File: config.mk
export PLATFORM = sky130hd
export DESIGN_NAME = dna_fifo
export DESIGN_NICKNAME = d
export VERILOG_FILES = /design/src/rtl/core/dna_pkg.sv /design/src/rtl/core/dna_fifo.sv
export SDC_FILE = /design/constraint.sdc
export NUM_CORES = 1
export LEC_CHECK = 0
export BUFFER_PORTS_ARGS = -buffer_cell sky130_fd_sc_hd__buf_2
export CORE_MARGIN = 5
export CORE_UTILIZATION = 53
export CTS_BUF_LIST = sky130_fd_sc_hd__clkbuf_4
export DETAILED_ROUTE_END_ITERATION = 7
export PLACE_DENSITY_LB_ADDON = 0.3
export SETUP_SLACK_MARGIN = 0.1
export SYNTH_ARGS = -nofsm -noshare
export SYNTH_HDL_FRONTEND = slang
export SYNTH_SLANG_ARGS = --single-unit
export TNS_END_PERCENT = 100
File: constraint.sdc
create_clock -name clk_i -period 5.14 [get_ports clk_i]
set_input_delay 0.257 -clock clk_i [delete_from_list [all_inputs] [get_ports clk_i]]
set_output_delay 0.257 -clock clk_i [all_outputs]
set_load 0.02 [all_outputs]
File: src/rtl/core/dna_pkg.sv
// shared types, opcodes and helpers of the dual-number alu
package dna_pkg;

  localparam int unsigned DW        = 32;
  localparam int unsigned NUM_W     = 81;
  localparam int unsigned MAG_W     = 80;
  localparam int unsigned DEN_W     = 63;
  localparam int unsigned REM_W     = 64;
  localparam int unsigned QSTEPS    = 33;
  localparam int unsigned DIV_LAT   = 36;
  localparam int unsigned FIFO_DEPTH = 4;

  localparam logic [2:0] OP_ADD  = 3'd0;
  localparam logic [2:0] OP_SUB  = 3'd1;
  localparam logic [2:0] OP_MUL  = 3'd2;
  localparam logic [2:0] OP_DIV  = 3'd3;
  localparam logic [2:0] OP_INV  = 3'd4;
  localparam logic [2:0] OP_CONJ = 3'd5;

  typedef enum logic [1:0] {
    KIND_DONE,
    KIND_MUL,
    KIND_DIV,
    KIND_INV
  } kind_e;

  typedef struct packed {
    kind_e              kind;
    logic               zd;
    logic               ovf;
    logic [DW-1:0]      re;
    logic [DW-1:0]      du;
    logic signed [DW-1:0] xa;
    logic signed [DW-1:0] xb;
    logic signed [DW-1:0] ya;
    logic signed [DW-1:0] yb;
  } entry_t;

  typedef struct packed {
    logic          div;
    logic          zd;
    logic          ovf;
    logic [DW-1:0] re;
    logic [DW-1:0] du;
  } meta_t;

  localparam logic signed [65:0] SAT_MAX = 66'sd2147483647;
  localparam logic signed [65:0] SAT_MIN = -66'sd2147483648;

  // returns {overflow, saturated value}
  function automatic logic [DW:0] sat32(input logic signed [65:0] v);
    logic [DW:0] r;
    if (v > SAT_MAX) begin
      r = {1'b1, 32'h7FFF_FFFF};
    end else if (v < SAT_MIN) begin
      r = {1'b1, 32'h8000_0000};
    end else begin
      r = {1'b0, v[DW-1:0]};
    end
    return r;
  endfunction

endpackage

File: src/rtl/core/dna_fifo.sv
// short queue between front end and execution pipeline
module dna_fifo
  import dna_pkg::*;
#(
  parameter int unsigned Depth = FIFO_DEPTH
) (
  input  logic   clk_i,
  input  logic   rst_ni,
  input  logic   push_i,
  input  entry_t push_data_i,
  input  logic   pop_i,
  output logic   full_o,
  output logic   valid_o,
  output entry_t data_o
);

  localparam int unsigned AW = (Depth > 1) ? $clog2(Depth) : 1;
  localparam int unsigned CW = $clog2(Depth + 1);

  entry_t        mem_q [Depth];
  logic [AW-1:0] wr_q, wr_d, rd_q, rd_d;
  logic [CW-1:0] cnt_q, cnt_d;

  assign full_o  = (cnt_q == CW'(Depth));
  assign valid_o = (cnt_q != '0);
  assign data_o  = mem_q[rd_q];

  always_comb begin
    wr_d  = wr_q;
    rd_d  = rd_q;
    cnt_d = cnt_q;
    if (push_i) begin
      wr_d = (wr_q == AW'(Depth - 1)) ? '0 : wr_q + AW'(1);
    end
    if (pop_i) begin
      rd_d = (rd_q == AW'(Depth - 1)) ? '0 : rd_q + AW'(1);
    end
    if (push_i && !pop_i) begin
      cnt_d = cnt_q + CW'(1);
    end else if (!push_i && pop_i) begin
      cnt_d = cnt_q - CW'(1);
    end
  end

  always_ff @(posedge clk_i or negedge rst_ni) begin
    if (!rst_ni) begin
      wr_q  <= '0;
      rd_q  <= '0;
      cnt_q <= '0;
    end else begin
      wr_q  <= wr_d;
      rd_q  <= rd_d;
      cnt_q <= cnt_d;
    end
  end

  always_ff @(posedge clk_i) begin
    if (push_i) begin
      mem_q[wr_q] <= push_data_i;
    end
  end

endmodule

Word-level counts from Yosys, hierarchy flattened
Memory sizes are Yosys's and may differ from the RTL's.
Index checks and enable logic that the tools add are counted.
{"block": "classes", "add_sub_neg": 4, "eq_ne": 3, "mux": 6, "n_reduce_logical": 6}
{"op": "$mux W3", "count": 2}
{"op": "$add A2 B1 Y2 const B", "count": 2}
{"op": "$eq A2 B2 Y1 const B", "count": 2}
{"op": "$mux W2", "count": 2}
{"op": "$add A3 B1 Y3 const B", "count": 1}
{"op": "$eq A3 B3 Y1 const B", "count": 1}
{"op": "$reduce_bool A3 Y1", "count": 1}
{"op": "$sub A3 B1 Y3 const B", "count": 1}
{"op": "$logic_and A1 B1 Y1", "count": 2}
{"op": "$logic_not A1 Y1", "count": 2}
{"op": "$mux W1", "count": 2}
{"op": "$reduce_bool A2 Y1", "count": 1}
{"block": "totals", "regBits": 7, "ramBits": 784, "in_bits": 200, "out_inout_bits": 198, "n_memories": 1}
{"memory": "mem_q", "depth": 4, "width": 196, "rd": 1, "rd_ports_with_merged_regs": 0, "wr": 1, "line_no": "dna_fifo.sv:20", "source": "entry_t mem_q [Depth];"}

Depth between registers and ports, before layout
Gate-level depths: netlist of run 1.
{"block": "depth", "depth_word": 4, "mapped_depth": 7}

Worst setup path after synthesis of run 1
Ideal clock, no wire load.
{"block": "synth_timing", "kind": "flip-flop to flip-flop", "from": "reg wr_q[0]", "to": "mem mem_q[2][0] (netlist bit), enable pin", "t_arrival_ns": 5.083, "required_time_ns": 4.560, "path_slack_ns": -0.523, "stages_incl_launch_ff": 4, "path_buffers": 0, "period_less_slack_ns": 5.663, "path_cell_list": "dfrtp_1 inv_1 ha_1 and2_1"}
{"item": "start: declaration", "line_no": "dna_fifo.sv:21", "source": "logic [AW-1:0] wr_q, wr_d, rd_q, rd_d;"}
{"item": "start signal: assignment", "line_no": "dna_fifo.sv:51", "source": "wr_q <= wr_d;"}
{"item": "end: declaration", "line_no": "dna_fifo.sv:20"}
Straight into the memory's write port.

==> results of run 1 <==
-- final timing paths --
path / start / to / slack, ns / depth (start not counted)
setup / recovery: rd_q[0] / data_o[66] / 1.44 / 3
max in group asynchronous: rst_ni / rd_q[0] / 4.56 / 3
hold reg to reg: cnt_q[2] / cnt_q[2] / 0.48 / 1
hold / removal: push_i / wr_q[1] / 0.23 / 4
setup reg to reg: wr_q[0] / mem_q[2][186] / 2.73 / 4
min in group asynchronous: rst_ni / cnt_q[2] / 0.26 / 3
-- sequential cells by signal, summed over array words and instances, names as in the netlist --
name   count
cnt_q      3
rd_q       2
mem_q    784
wr_q       2
-- worst max-delay path, cell delays in order, from the launching register on --
cell,delay (ns)
sky130_fd_sc_hd__dfrtp_4,1.05
sky130_fd_sc_hd__buf_4,0.63
sky130_fd_sc_hd__mux4_2,0.59
sky130_fd_sc_hd__buf_2,0.18
-- layer usage --
metal | track usage, % | part of all wire, % | vias to the layer above
li1 | - | - | 6676
met1 | 27.6 | 39 | 7675
met2 | 35.3 | 51 | 595
met3 | 8.02 | 8.4 | 109
met4 | 7.79 | 2.4 | 4
met5 | 0 | 0.038 | -
-- cells by family after synthesis --
kind of cell / count (synthesis)
and+or+nand+nor: 11
DFF: 791
AOI/OAI and AO/OA: 2
adders and majority gates: 7
xor gates and xnor gates: 3
muxes: 199
buffers and inverters: 48
-- area by class of cell --
| cell class | instances | share of cell area [%] |
|---|---|---|
| Inverter | 4 | 0.0396 |
| Clock inverter | 56 | 1.18 |
| Tap cell | 696 | 2.30 |
| Timing Repair Buffer | 811 | 16.4 |
| Antenna cell | 7 | 0.0462 |
| Sequential cell | 791 | 62.6 |
| Multi-Input combinational cell | 222 | 12.3 |
| Clock buffer | 267 | 5.28 |
-- synthesized netlist by cell type (all sizes together) --
| library cell | instances |
|---|---|
| inv | 4 |
| clkbuf | 6 |
| fa | 1 |
| xnor2 | 1 |
| o21ai | 2 |
| edfxtp | 784 |
| nor2 | 3 |
| mux2 | 3 |
| ha | 6 |
| nor3b | 1 |
| buf | 38 |
| dfrtp | 7 |
| mux4 | 196 |
| xor2 | 2 |
| and2 | 4 |
| nand2 | 2 |
| or3 | 1 |
-- repair_timing --
item                                   4_1_cts  5_1_grt
endpoints found under the hold margin      882        0
resized for setup                            0        0
hold buffers                               398        0
-- metrics by stage --
step           hold slack [ns]  utilization, %  instances  worst slack (ns)  instance area [µm²]
6_report                 0.229            70.6       2854              1.44                37900
5_1_grt                  0.133            70.6       2851             0.995                37900
4_1_cts                 0.0137            70.6       2847              1.13                37900
3_5_place_dp             0.103            58.6       2126              2.28                31500
3_3_place_gp             0.100            58.6       2126              2.27                31500
2_1_floorplan          -0.0386               -       1061              1.67                28700
-- power groups by stage --
stage | clock network (mW) | logic (mW) | registers [mW]
floorplan | 0 | 4.35 | 8.62
CTS | 5.29 | 6.31 | 8.70
detailed placement | 0 | 6.05 | 8.84
finish | 5.19 | 6.24 | 8.70
global placement | 0 | 6.04 | 8.77
global route | 5.72 | 6.62 | 8.80
==> impl_results.html, run 1 <==
<table>
<tr><th>Metric</th><th>Value</th></tr>
<tr><th colspan="2">STA</th></tr>
<tr><td>Achievable clock frequency</td><td>270 MHz</td></tr>
<tr><td>Hold violation count in the final report</td><td>0</td></tr>
<tr><td>Setup repair after global routing missed its margin</td><td>false</td></tr>
<tr><td>Final setup violation count</td><td>0</td></tr>
<tr><td>Layout Skew</td><td>0.0482 ns</td></tr>
<tr><td>Final Cycle Share</td><td>71.9%</td></tr>
<tr><td>Final setup TNS</td><td>0 ns</td></tr>
<tr><td>Slew Viols, Final</td><td>0</td></tr>
<tr><td>Minimum clock period</td><td>3.70 ns</td></tr>
<tr><td>Slew at the pin closest to its max-slew limit</td><td>1.03 ns</td></tr>
<tr><td>Rel. slew slack</td><td>31.6%</td></tr>
<tr><th colspan="2">Drt</th></tr>
<tr><td>Pre-antenna DRT Iters</td><td>5</td></tr>
<tr><td>Total wire length after detailed routing</td><td>63700 µm</td></tr>
<tr><td>Vias per cell</td><td>5.28</td></tr>
<tr><td>Drc violations</td><td>0</td></tr>
<tr><td>Count of antenna-violating nets left after detailed routing</td><td>0</td></tr>
<tr><td>Detailed-route via count</td><td>15.1k</td></tr>
<tr><td>1st-iter DRT viols</td><td>1019</td></tr>
<tr><td>Average detailed-routed wire length per instance</td><td>22.3 µm</td></tr>
<tr><th colspan="2">Floorplanning</th></tr>
<tr><td>Starting utilization of the core area</td><td>53.4%</td></tr>
<tr><td>Area of the core</td><td>53700 µm²</td></tr>
<tr><td>Number of placement rows</td><td>85</td></tr>
<tr><td>Top Ports</td><td>398</td></tr>
<tr><td>Die area</td><td>58900 µm²</td></tr>
<tr><td>Die height</td><td>243 µm</td></tr>
<tr><td>Die width</td><td>243 µm</td></tr>
<tr><th colspan="2">Placed design</th></tr>
<tr><td>GP Congestion</td><td>0.733</td></tr>
<tr><td>DPL Wire Length</td><td>33300 µm</td></tr>
<tr><td>Total of buffers placed on input and output ports</td><td>397</td></tr>
<tr><th colspan="2">Logic synthesis</th></tr>
<tr><td>Largest area contributor in the synthesized netlist</td><td>sky130_fd_sc_hd__edfxtp_1</td></tr>
<tr><td>Area share of and/or/nand/nor cells after synthesis</td><td>0.201%</td></tr>
<tr><td>Distinct cell type count of the synthesized netlist</td><td>18</td></tr>
<tr><td>Post-synthesis area per instance</td><td>27.0 µm²</td></tr>
<tr><td>Synthesis-stage register bit count</td><td>791</td></tr>
<tr><td>Synthesized-area fraction occupied by ao, oa, aoi and oai cells</td><td>0.0349%</td></tr>
<tr><td>Mux share of post-synthesis cell area</td><td>15.5%</td></tr>
<tr><td>Post-synthesis sequential area ratio</td><td>82.7%</td></tr>
<tr><td>Area share of xor/xnor cells in the synthesized design</td><td>0.0916%</td></tr>
<tr><td>Warnings from Yosys</td><td>0</td></tr>
<tr><td>Adder-cell share of the synthesized area</td><td>0.332%</td></tr>
<tr><td>Fraction of synthesized cell area taken by the top area cell type</td><td>82.1%</td></tr>
<tr><td>Post-Syn Instances</td><td>1061</td></tr>
<tr><td>Net count after synthesis</td><td>1268</td></tr>
<tr><td>Main combinational cell family by area after synthesis</td><td>multiplexers</td></tr>
<tr><td>Cell area after technology mapping</td><td>28700 µm²</td></tr>
<tr><td>Largest cells by area after synthesis</td><td>sky130_fd_sc_hd__edfxtp_1 82%, sky130_fd_sc_hd__mux4_2 15%, sky130_fd_sc_hd__dfrtp_1 0.61%, sky130_fd_sc_hd__buf_6 0.59%, sky130_fd_sc_hd__buf_2 0.40%</td></tr>
<tr><th colspan="2">Hold path</th></tr>
<tr><td>Worst hold path type</td><td>in2reg</td></tr>
<tr><th colspan="2">Clock network</th></tr>
<tr><td>Cts bufs inserted</td><td>190</td></tr>
<tr><td>Buffer count from post-CTS setup fixing</td><td>0</td></tr>
<tr><td>Library cell used as clock root buffer</td><td>sky130_fd_sc_hd__clkbuf_4</td></tr>
<tr><td>Clk pin slew, worst setup/hold paths</td><td>0.06 ns</td></tr>
<tr><td>CTS sink count</td><td>791</td></tr>
<tr><td>Number of H-tree branching levels</td><td>4</td></tr>
<tr><td>TritonCTS clock tree</td><td>yes</td></tr>
<tr><td>Clk Latency, worst-skew pair</td><td>0.98 ns</td></tr>
<tr><td>Maximum clock insertion buffer count</td><td>3</td></tr>
<tr><th colspan="2">Setup path</th></tr>
<tr><td>Endpoint class of the critical path</td><td>output port</td></tr>
<tr><td>Category of the worst setup path launch point</td><td>flip-flop</td></tr>
<tr><td>Maximum fanout count along the critical path</td><td>46</td></tr>
<tr><td>Crit path kind</td><td>reg2out</td></tr>
<tr><td>Data required, critical path</td><td>4.88 ns</td></tr>
<tr><td>Data arrival time of the worst path</td><td>3.44 ns</td></tr>
<tr><th colspan="2">Power</th></tr>
<tr><td>Part of the power in combinational logic</td><td>31.0%</td></tr>
<tr><td>Internal cell power</td><td>13.6 mW</td></tr>
<tr><td>Part of the power in the clock network</td><td>25.8%</td></tr>
<tr><td>Total power draw</td><td>20.1 mW</td></tr>
<tr><td>Leakage power of the design</td><td>13.4 nW</td></tr>
<tr><td>Power density relative to cell area</td><td>530 nW/µm²</td></tr>
<tr><td>VDD IR-drop max</td><td>0.330 mV</td></tr>
<tr><td>Switching fraction of total power</td><td>32.2%</td></tr>
<tr><td>Switch Pwr</td><td>6.47 mW</td></tr>
<tr><td>Power share of the sequential group</td><td>43.2%</td></tr>
<tr><th colspan="2">Layout</th></tr>
<tr><td>Commonest non-fill, non-tap cells in the layout</td><td>784 x sky130_fd_sc_hd__edfxtp_1, 398 x sky130_fd_sc_hd__dlygate4sd3_1, 397 x sky130_fd_sc_hd__buf_2</td></tr>
<tr><td>Most common cell after layout, fill and taps aside</td><td>sky130_fd_sc_hd__edfxtp_1</td></tr>
<tr><td>Footprint of the multi-input gates</td><td>4650 µm²</td></tr>
<tr><td>Layout Area Growth over Synthesis</td><td>32.3%</td></tr>
<tr><td>Filler cell count</td><td>3121</td></tr>
<tr><td>Layout cell share with drive strength beyond 1</td><td>42.0%</td></tr>
<tr><td>Register area</td><td>23700 µm²</td></tr>
<tr><td>Total Nets Final</td><td>2227</td></tr>
<tr><th colspan="2">GRT</th></tr>
<tr><td>Initial antenna violation count</td><td>6</td></tr>
<tr><td>Overall Global Routing Usage</td><td>21.8%</td></tr>
<tr><td>Via count of the first global-routing pass</td><td>16.5k</td></tr>
<tr><td>Total gr overflow</td><td>0</td></tr>
<tr><td>First-pass GRT wire length</td><td>97500 µm</td></tr>
<tr><td>Maximum number of pins on one net before global-route repair</td><td>112</td></tr>
<tr><th colspan="2">Status</th></tr>
<tr><td>Run status</td><td>finished, final reports clean</td></tr>
<tr><th colspan="2">Flow run</th></tr>
<tr><td>Max Cap Violations</td><td>0</td></tr>
</table>
(Power assumes the default switching activity.)
==> run 2, diff against run 1 <==
==> constraint.sdc (replaced) <==
create_clock -name clk_i -period 3.32 [get_ports clk_i]
set_input_delay 0.166 -clock clk_i [delete_from_list [all_inputs] [get_ports clk_i]]
set_output_delay 0.166 -clock clk_i [all_outputs]
set_load 0.02 [all_outputs]
==> impl_results.html, run 2 (synthesis results as in run 1) <==
<table>
<tr><th>Metric</th><th>Value</th></tr>
<tr><th colspan="2">Floorplanning</th></tr>
<tr><td>Die area</td><td>58900 µm² (unchanged)</td></tr>
<tr><td>Number of placement rows</td><td>85 (unchanged)</td></tr>
<tr><td>Die height</td><td>243 µm (unchanged)</td></tr>
<tr><td>Area of the core</td><td>53700 µm² (unchanged)</td></tr>
<tr><td>Die width</td><td>243 µm (unchanged)</td></tr>
<tr><td>Starting utilization of the core area</td><td>53.4% (unchanged)</td></tr>
<tr><td>Top Ports</td><td>398 (unchanged)</td></tr>
<tr><th colspan="2">Flow run</th></tr>
<tr><td>Max Cap Violations</td><td>0 (unchanged)</td></tr>
<tr><th colspan="2">Power</th></tr>
<tr><td>Power density relative to cell area</td><td>818 nW/µm² (was 530 nW/µm²)</td></tr>
<tr><td>Leakage power of the design</td><td>13.6 nW (was 13.4 nW)</td></tr>
<tr><td>Total power draw</td><td>31.3 mW (was 20.1 mW)</td></tr>
<tr><td>VDD IR-drop max</td><td>0.515 mV (was 0.330 mV)</td></tr>
<tr><th colspan="2">STA</th></tr>
<tr><td>Slew Viols, Final</td><td>0 (unchanged)</td></tr>
<tr><td>Hold violation count in the final report</td><td>0 (unchanged)</td></tr>
<tr><td>Slack of the critical path</td><td>0.495 ns (was 1.44 ns)</td></tr>
<tr><td>Setup repair after global routing missed its margin</td><td>false (unchanged)</td></tr>
<tr><td>Final setup violation count</td><td>0 (unchanged)</td></tr>
<tr><td>Achievable clock frequency</td><td>354 MHz</td></tr>
<tr><td>Layout Skew</td><td>0.0681 ns (was 0.0482 ns)</td></tr>
<tr><td>Final Cycle Share</td><td>85.1%</td></tr>
<tr><td>Minimum clock period</td><td>2.83 ns</td></tr>
<tr><td>Rel. slew slack</td><td>39.4% (was 31.6%)</td></tr>
<tr><td>Slew at the pin closest to its max-slew limit</td><td>0.910 ns (was 1.03 ns)</td></tr>
<tr><td>Final setup TNS</td><td>0 ns (unchanged)</td></tr>
<tr><th colspan="2">GRT</th></tr>
<tr><td>Total gr overflow</td><td>0 (unchanged)</td></tr>
<tr><td>Maximum number of pins on one net before global-route repair</td><td>64 (was 112)</td></tr>
<tr><td>Overall Global Routing Usage</td><td>22.6% (was 21.8%)</td></tr>
<tr><td>Initial antenna violation count</td><td>12 (was 6)</td></tr>
<tr><td>First-pass GRT wire length</td><td>101000 µm (was 97500 µm)</td></tr>
<tr><td>Via count of the first global-routing pass</td><td>17.1k (was 16.5k)</td></tr>
<tr><th colspan="2">Placed design</th></tr>
<tr><td>Setup slack at placement</td><td>1.11 ns (was 2.28 ns)</td></tr>
<tr><td>DPL Wire Length</td><td>35600 µm (was 33300 µm)</td></tr>
<tr><td>Placed cell area</td><td>31900 µm² (was 31500 µm²)</td></tr>
<tr><td>Total of buffers placed on input and output ports</td><td>397 (unchanged)</td></tr>
<tr><td>GP Congestion</td><td>0.771 (was 0.733)</td></tr>
<tr><th colspan="2">Setup path</th></tr>
<tr><td>Maximum fanout count along the critical path</td><td>24 (was 46)</td></tr>
<tr><td>Kind of cell adding the most delay to the critical path</td><td>flip-flops (unchanged)</td></tr>
<tr><td>Endpoint class of the critical path</td><td>output port (unchanged)</td></tr>
<tr><td>Master of the slowest instance on the critical path</td><td>sky130_fd_sc_hd__dfrtp_4 (unchanged)</td></tr>
<tr><td>Data arrival time of the worst path</td><td>2.66 ns (was 3.44 ns)</td></tr>
<tr><td>Largest stage delay on the critical path</td><td>0.80 ns (was 1.05 ns)</td></tr>
<tr><td>Crit path kind</td><td>reg2out (unchanged)</td></tr>
<tr><td>Category of the worst setup path launch point</td><td>flip-flop (unchanged)</td></tr>
<tr><td>Cell breakdown of the critical path</td><td>buf_4 &gt; mux4_2 &gt; buf_2 (unchanged)</td></tr>
<tr><td>Count of buffering cells on the critical path with inverters included</td><td>2 (unchanged)</td></tr>
<tr><td>Data required, critical path</td><td>3.15 ns (was 4.88 ns)</td></tr>
<tr><th colspan="2">Layout</th></tr>
<tr><td>Total Nets Final</td><td>2262 (was 2227)</td></tr>
<tr><td>Filler cell count</td><td>3140 (was 3121)</td></tr>
<tr><td>Largest registers</td><td>mem_q x784, cnt_q x3 (unchanged)</td></tr>
<tr><td>Layout cell share with drive strength beyond 1</td><td>42.8% (was 42.0%)</td></tr>
<tr><td>Layout Area Growth over Synthesis</td><td>33.6% (was 32.3%)</td></tr>
<tr><td>Post-route cell area</td><td>38300 µm² (was 37900 µm²)</td></tr>
<tr><td>Max reg flops</td><td>784 (unchanged)</td></tr>
<tr><td>Commonest non-fill, non-tap cells in the layout</td><td>784 x sky130_fd_sc_hd__edfxtp_1, 399 x sky130_fd_sc_hd__dlygate4sd3_1, 397 x sky130_fd_sc_hd__buf_2 (was 784 x sky130_fd_sc_hd__edfxtp_1, 398 x sky130_fd_sc_hd__dlygate4sd3_1, 397 x sky130_fd_sc_hd__buf_2)</td></tr>
<tr><td>Most common cell after layout, fill and taps aside</td><td>sky130_fd_sc_hd__edfxtp_1 (unchanged)</td></tr>
<tr><td>Largest Register</td><td>mem_q (unchanged)</td></tr>
<tr><th colspan="2">Drt</th></tr>
<tr><td>Met1 wire length</td><td>24800 µm (was 24600 µm)</td></tr>
<tr><td>Average detailed-routed wire length per instance</td><td>22.8 µm (was 22.3 µm)</td></tr>
<tr><td>Detail Route met3 WL</td><td>5310 µm (was 5330 µm)</td></tr>
<tr><td>1st-iter DRT viols</td><td>1093 (was 1019)</td></tr>
<tr><td>Routed length on met2</td><td>34800 µm (was 32300 µm)</td></tr>
<tr><td>Drc violations</td><td>0 (unchanged)</td></tr>
<tr><td>Max Used Layer</td><td>met5 (unchanged)</td></tr>
<tr><td>Detailed-route via count</td><td>15.4k (was 15.1k)</td></tr>
<tr><td>Total wire length after detailed routing</td><td>66100 µm (was 63700 µm)</td></tr>
<tr><td>Count of antenna-violating nets left after detailed routing</td><td>0 (unchanged)</td></tr>
<tr><td>Vias per cell</td><td>5.30 (was 5.28)</td></tr>
<tr><td>Pre-antenna DRT Iters</td><td>5 (unchanged)</td></tr>
<tr><th colspan="2">Clock network</th></tr>
<tr><td>CTS sink count</td><td>791 (unchanged)</td></tr>
<tr><td>Maximum clock insertion buffer count</td><td>3 (unchanged)</td></tr>
<tr><td>TritonCTS clock tree</td><td>yes (unchanged)</td></tr>
<tr><td>Number of gates given a new drive strength after cts</td><td>0 (unchanged)</td></tr>
<tr><td>Clk pin slew, worst setup/hold paths</td><td>0.06 ns (about the same)</td></tr>
<tr><td>Cts bufs inserted</td><td>190 (unchanged)</td></tr>
<tr><td>Number of H-tree branching levels</td><td>4 (unchanged)</td></tr>
<tr><td>Clk Latency, worst-skew pair</td><td>0.99 ns (was 0.98 ns)</td></tr>
<tr><td>Library cell used as clock root buffer</td><td>sky130_fd_sc_hd__clkbuf_4 (unchanged)</td></tr>
<tr><th colspan="2">Hold path</th></tr>
<tr><td>Worst hold path type</td><td>in2reg (unchanged)</td></tr>
<tr><th colspan="2">Status</th></tr>
<tr><td>Run status</td><td>finished, final reports clean (unchanged)</td></tr>
</table>
-- run 2: worst paths after layout --
check                           startpoint  depth (start not counted)  slack, ns            to
worst max-delay path               rd_q[1]                          3       0.49   data_o[170]
worst min-delay path                 pop_i                          5       0.22      cnt_q[0]
worst max register to register     wr_q[0]                          4       1.24  mem_q[2][16]
worst min register to register    cnt_q[2]                          1       0.50      cnt_q[2]
max in group asynchronous           rst_ni                          4       2.28       rd_q[0]
min in group asynchronous           rst_ni                          4       0.70      cnt_q[1]
-- run 2: layout make-up --
class	count	area (µm²)	area share, %
Clock inverter	58	265	0.692
Antenna cell	13	32.5	0.0849
Timing Repair Buffer	846	6710	17.5
Multi-Input combinational cell	222	4650	12.1
Inverter	4	15.0	0.0392
Sequential cell	791	23700	61.9
Clock buffer	274	2060	5.37
Tap cell	696	871	2.27
-- run 2: where the power goes --
| part | internal (mW) | switching (mW) | leakage (nW) |
|---|---|---|---|
| clock network | 3.86 | 3.73 | 1.39 |
| logic | 4.46 | 6.06 | 4.95 |
| registers | 12.8 | 0.468 | 7.28 |
-- run 2: timing repair --
action | in CTS | in global routing
buffers inserted | 2 | 7
hold endpoints to repair | 926 | 0
hold buffers | 399 | 0
endpoints found under the setup margin | 103 | 1
-- run 2: worst min-delay path, cell delays in order --
cell and delay, ns:
sky130_fd_sc_hd__dlygate4sd3_1 0.55, sky130_fd_sc_hd__buf_2 0.13, sky130_fd_sc_hd__inv_1 0.05, sky130_fd_sc_hd__ha_1 0.18, sky130_fd_sc_hd__xnor2_1 0.08
-- run 2: metal layers --
layer | up-vias | global-route usage (%)
li1 | 6771 | -
met1 | 7919 | 28.3
met2 | 599 | 37.9
met3 | 100 | 8.14
met4 | 6 | 6.74
met5 | - | 0
-- run 2: per-stage QoR --
step / hold WS [ns] / cells / utilization [%]
CTS: 0.0460 / 2884 / 71.2
floorplan: -0.130 / 1061 / -
finish: 0.221 / 2904 / 71.3
global placement: 0.00698 / 2151 / 59.3
detailed placement: 0.0124 / 2151 / 59.3
global route: 0.144 / 2899 / 71.3
==> run 3, diff against run 2 <==
--- a/config.mk
+++ b/config.mk
@@ -6,8 +6,11 @@
 export NUM_CORES = 1
 export LEC_CHECK = 0
 export BUFFER_PORTS_ARGS = -buffer_cell sky130_fd_sc_hd__buf_2
+export CAP_MARGIN = 10
+export CELL_PAD_IN_SITES_DETAIL_PLACEMENT = 1
+export CELL_PAD_IN_SITES_GLOBAL_PLACEMENT = 1
 export CORE_MARGIN = 5
-export CORE_UTILIZATION = 53
+export CORE_UTILIZATION = 47
 export CTS_BUF_LIST = sky130_fd_sc_hd__clkbuf_4
 export DETAILED_ROUTE_END_ITERATION = 7
 export PLACE_DENSITY_LB_ADDON = 0.3
==> impl_results.html, run 3 (synthesis results as in run 1) <==
<table>
<tr><th>Metric</th><th>Value</th></tr>
<tr><th colspan="2">GRT</th></tr>
<tr><td>Overall Global Routing Usage</td><td>23.8% (was 22.6%)</td></tr>
<tr><td>Total gr overflow</td><td>0 (unchanged)</td></tr>
<tr><td>First-pass GRT wire length</td><td>117000 µm (was 101000 µm)</td></tr>
<tr><td>Maximum number of pins on one net before global-route repair</td><td>67 (was 64)</td></tr>
<tr><td>Met3 Use GR</td><td>7.41% (was 8.14%)</td></tr>
<tr><td>Most crowded layer after global routing</td><td>met2 (unchanged)</td></tr>
<tr><td>Initial antenna violation count</td><td>11 (was 12)</td></tr>
<tr><td>Routing usage on met1</td><td>28.2% (was 28.3%)</td></tr>
<tr><td>Met2 routing resource usage after global routing</td><td>41.3% (was 37.9%)</td></tr>
<tr><td>Via count of the first global-routing pass</td><td>18.2k (was 17.1k)</td></tr>
<tr><th colspan="2">Clock network</th></tr>
<tr><td>TritonCTS clock tree</td><td>yes (unchanged)</td></tr>
<tr><td>Cts bufs inserted</td><td>193 (was 190)</td></tr>
<tr><td>Library cell used as clock root buffer</td><td>sky130_fd_sc_hd__clkbuf_4 (unchanged)</td></tr>
<tr><td>Clk pin slew, worst setup/hold paths</td><td>0.07 ns (was 0.06 ns)</td></tr>
<tr><td>Number of H-tree branching levels</td><td>4 (unchanged)</td></tr>
<tr><td>Clk Latency, worst-skew pair</td><td>1.03 ns (was 0.99 ns)</td></tr>
<tr><td>Maximum clock insertion buffer count</td><td>3 (unchanged)</td></tr>
<tr><td>CTS sink count</td><td>791 (unchanged)</td></tr>
<tr><th colspan="2">Hold path</th></tr>
<tr><td>Worst hold path type</td><td>in2async (was in2reg)</td></tr>
<tr><th colspan="2">STA</th></tr>
<tr><td>Achievable clock frequency</td><td>332 MHz (was 354 MHz)</td></tr>
<tr><td>Minimum clock period</td><td>3.01 ns (was 2.83 ns)</td></tr>
<tr><td>Slew Viols, Final</td><td>0 (unchanged)</td></tr>
<tr><td>Hold violation count in the final report</td><td>0 (unchanged)</td></tr>
<tr><td>Slew at the pin closest to its max-slew limit</td><td>0.768 ns (was 0.910 ns)</td></tr>
<tr><td>Final setup TNS</td><td>0 ns (unchanged)</td></tr>
<tr><td>Final setup violation count</td><td>0 (unchanged)</td></tr>
<tr><td>Final Cycle Share</td><td>90.7% (was 85.1%)</td></tr>
<tr><td>Rel. slew slack</td><td>48.8% (was 39.4%)</td></tr>
<tr><td>Layout Skew</td><td>0.0914 ns (was 0.0681 ns)</td></tr>
<tr><td>Setup repair after global routing missed its margin</td><td>false (unchanged)</td></tr>
<tr><td>Slack of the critical path</td><td>0.307 ns (was 0.495 ns)</td></tr>
<tr><th colspan="2">Power</th></tr>
<tr><td>VDD IR-drop max</td><td>0.544 mV (was 0.515 mV)</td></tr>
<tr><td>Internal cell power</td><td>21.0 mW (was 21.1 mW)</td></tr>
<tr><td>Part of the power in the clock network</td><td>24.9% (was 24.2%)</td></tr>
<tr><td>Switch Pwr</td><td>10.8 mW (was 10.3 mW)</td></tr>
<tr><td>Power density relative to cell area</td><td>831 nW/µm² (was 818 nW/µm²)</td></tr>
<tr><td>Switching fraction of total power</td><td>34.0% (was 32.7%)</td></tr>
<tr><td>Part of the power in combinational logic</td><td>33.2% (was 33.6%)</td></tr>
<tr><td>Power share of the sequential group</td><td>41.9% (was 42.2%)</td></tr>
<tr><td>Leakage power of the design</td><td>13.6 nW (about the same)</td></tr>
<tr><th colspan="2">Floorplanning</th></tr>
<tr><td>Die height</td><td>257 µm (was 243 µm)</td></tr>
<tr><td>Die width</td><td>257 µm (was 243 µm)</td></tr>
<tr><td>Number of placement rows</td><td>90 (was 85)</td></tr>
<tr><td>Starting utilization of the core area</td><td>47.5% (was 53.4%)</td></tr>
<tr><td>Area of the core</td><td>60400 µm² (was 53700 µm²)</td></tr>
<tr><td>Die area</td><td>66100 µm² (was 58900 µm²)</td></tr>
<tr><td>Top Ports</td><td>398 (unchanged)</td></tr>
<tr><th colspan="2">Layout</th></tr>
<tr><td>Largest Register</td><td>mem_q (unchanged)</td></tr>
<tr><td>Post-Layout Cell Count</td><td>2971 (was 2904)</td></tr>
<tr><td>Max reg flops</td><td>784 (unchanged)</td></tr>
<tr><td>Layout cell share with drive strength beyond 1</td><td>43.3% (was 42.8%)</td></tr>
<tr><td>Commonest non-fill, non-tap cells in the layout</td><td>784 x sky130_fd_sc_hd__edfxtp_1, 399 x sky130_fd_sc_hd__dlygate4sd3_1, 397 x sky130_fd_sc_hd__buf_2 (unchanged)</td></tr>
<tr><td>Most common cell after layout, fill and taps aside</td><td>sky130_fd_sc_hd__edfxtp_1 (unchanged)</td></tr>
<tr><td>Largest registers</td><td>mem_q x784, cnt_q x3 (unchanged)</td></tr>
<tr><td>Total Nets Final</td><td>2262 (unchanged)</td></tr>
<tr><td>Layout Area Growth over Synthesis</td><td>33.6% (about the same)</td></tr>
<tr><th colspan="2">Drt</th></tr>
<tr><td>Detailed-route via count</td><td>15.8k (was 15.4k)</td></tr>
<tr><td>Average detailed-routed wire length per instance</td><td>26.4 µm (was 22.8 µm)</td></tr>
<tr><td>Pre-antenna DRT Iters</td><td>4 (was 5)</td></tr>
<tr><td>Count of antenna-violating nets left after detailed routing</td><td>0 (unchanged)</td></tr>
<tr><td>Total wire length after detailed routing</td><td>78300 µm (was 66100 µm)</td></tr>
<tr><td>1st-iter DRT viols</td><td>1115 (was 1093)</td></tr>
<tr><td>Drc violations</td><td>0 (unchanged)</td></tr>
<tr><td>Vias per cell</td><td>5.32 (was 5.30)</td></tr>
<tr><th colspan="2">Placed design</th></tr>
<tr><td>DPL Wire Length</td><td>39400 µm (was 35600 µm)</td></tr>
<tr><td>Setup slack at placement</td><td>1.04 ns (was 1.11 ns)</td></tr>
<tr><td>Total of buffers placed on input and output ports</td><td>397 (unchanged)</td></tr>
<tr><td>Placed instance count</td><td>2239 (was 2151)</td></tr>
<tr><td>GP Congestion</td><td>0.731 (was 0.771)</td></tr>
<tr><th colspan="2">Setup path</th></tr>
<tr><td>Data arrival time of the worst path</td><td>2.85 ns (was 2.66 ns)</td></tr>
<tr><td>Category of the worst setup path launch point</td><td>flip-flop (unchanged)</td></tr>
<tr><td>Data required, critical path</td><td>3.15 ns (about the same)</td></tr>
<tr><td>Crit path kind</td><td>reg2out (unchanged)</td></tr>
<tr><td>Maximum fanout count along the critical path</td><td>66 (was 24)</td></tr>
<tr><td>Endpoint class of the critical path</td><td>output port (unchanged)</td></tr>
<tr><th colspan="2">Flow run</th></tr>
<tr><td>Max Cap Violations</td><td>0 (unchanged)</td></tr>
<tr><th colspan="2">Status</th></tr>
<tr><td>Run status</td><td>finished, final reports clean (unchanged)</td></tr>
</table>
## run 3: worst max-delay path: stages, from the launching register on
cell	delay, ns
sky130_fd_sc_hd__dfrtp_4	0.52
sky130_fd_sc_hd__buf_12	0.46
sky130_fd_sc_hd__mux4_2	0.64
sky130_fd_sc_hd__buf_2	0.19
## run 3: repair_timing
item / CTS / global route
endpoints found under the setup margin: 145 / 1
endpoints found under the hold margin: 909 / 0
hold buffers: 399 / 0
setup buffers: 4 / 0
resized for setup: 1 / 1
## run 3: power groups by stage
stage	combinational (mW)	clock [mW]	sequential, mW
finish	10.6	7.93	13.3
global route	11.1	8.77	13.4
CTS	10.5	7.85	13.3
detailed placement	9.97	0	13.6
global placement	9.92	0	13.4
floorplan	6.74	0	13.3
## run 3: metal layers
metal,vias up,part of all wire (%)
li1,6732,-
met1,8299,37
met2,621,53
met3,137,6.9
met4,6,2.5
met5,-,0.054
## run 3: path summary, 6_finish.rpt
kind	start	to	slack [ns]	cells past startpoint
max	rd_q[0]	data_o[92]	0.31	3
min	rst_ni	rd_q[1]	0.18	3
max reg2reg	wr_q[0]	mem_q[2][149]	1.29	4
min reg2reg	cnt_q[2]	cnt_q[2]	0.50	1
max in group asynchronous	rst_ni	rd_q[0]	2.79	3
min in group clk_i	pop_i	cnt_q[0]	0.26	5
## run 3: area by class of cell
cell class,instances,area (µm²)
Clock inverter,39,199
Clock buffer,279,2090
Tap cell,782,978
Inverter,4,15.0
Timing Repair Buffer,843,6630
Multi-Input combinational cell,222,4650
Fill cell,5201,22000
Sequential cell,791,23700
Antenna cell,11,27.5
## run 3: stage by stage
step / utilization (%) / area (µm²) / hold WS (ns) / total power, mW
after detailed placement: 52.9 / 32000 / 0.0176 / 23.5
after floorplan: - / 28700 / -0.130 / 20.0
after global routing: 63.5 / 38300 / 0.114 / 33.3
after CTS: 63.4 / 38300 / 0.000464 / 31.7
final: 63.5 / 38300 / 0.179 / 31.8
after global placement: 52.9 / 32000 / 0.0153 / 23.3
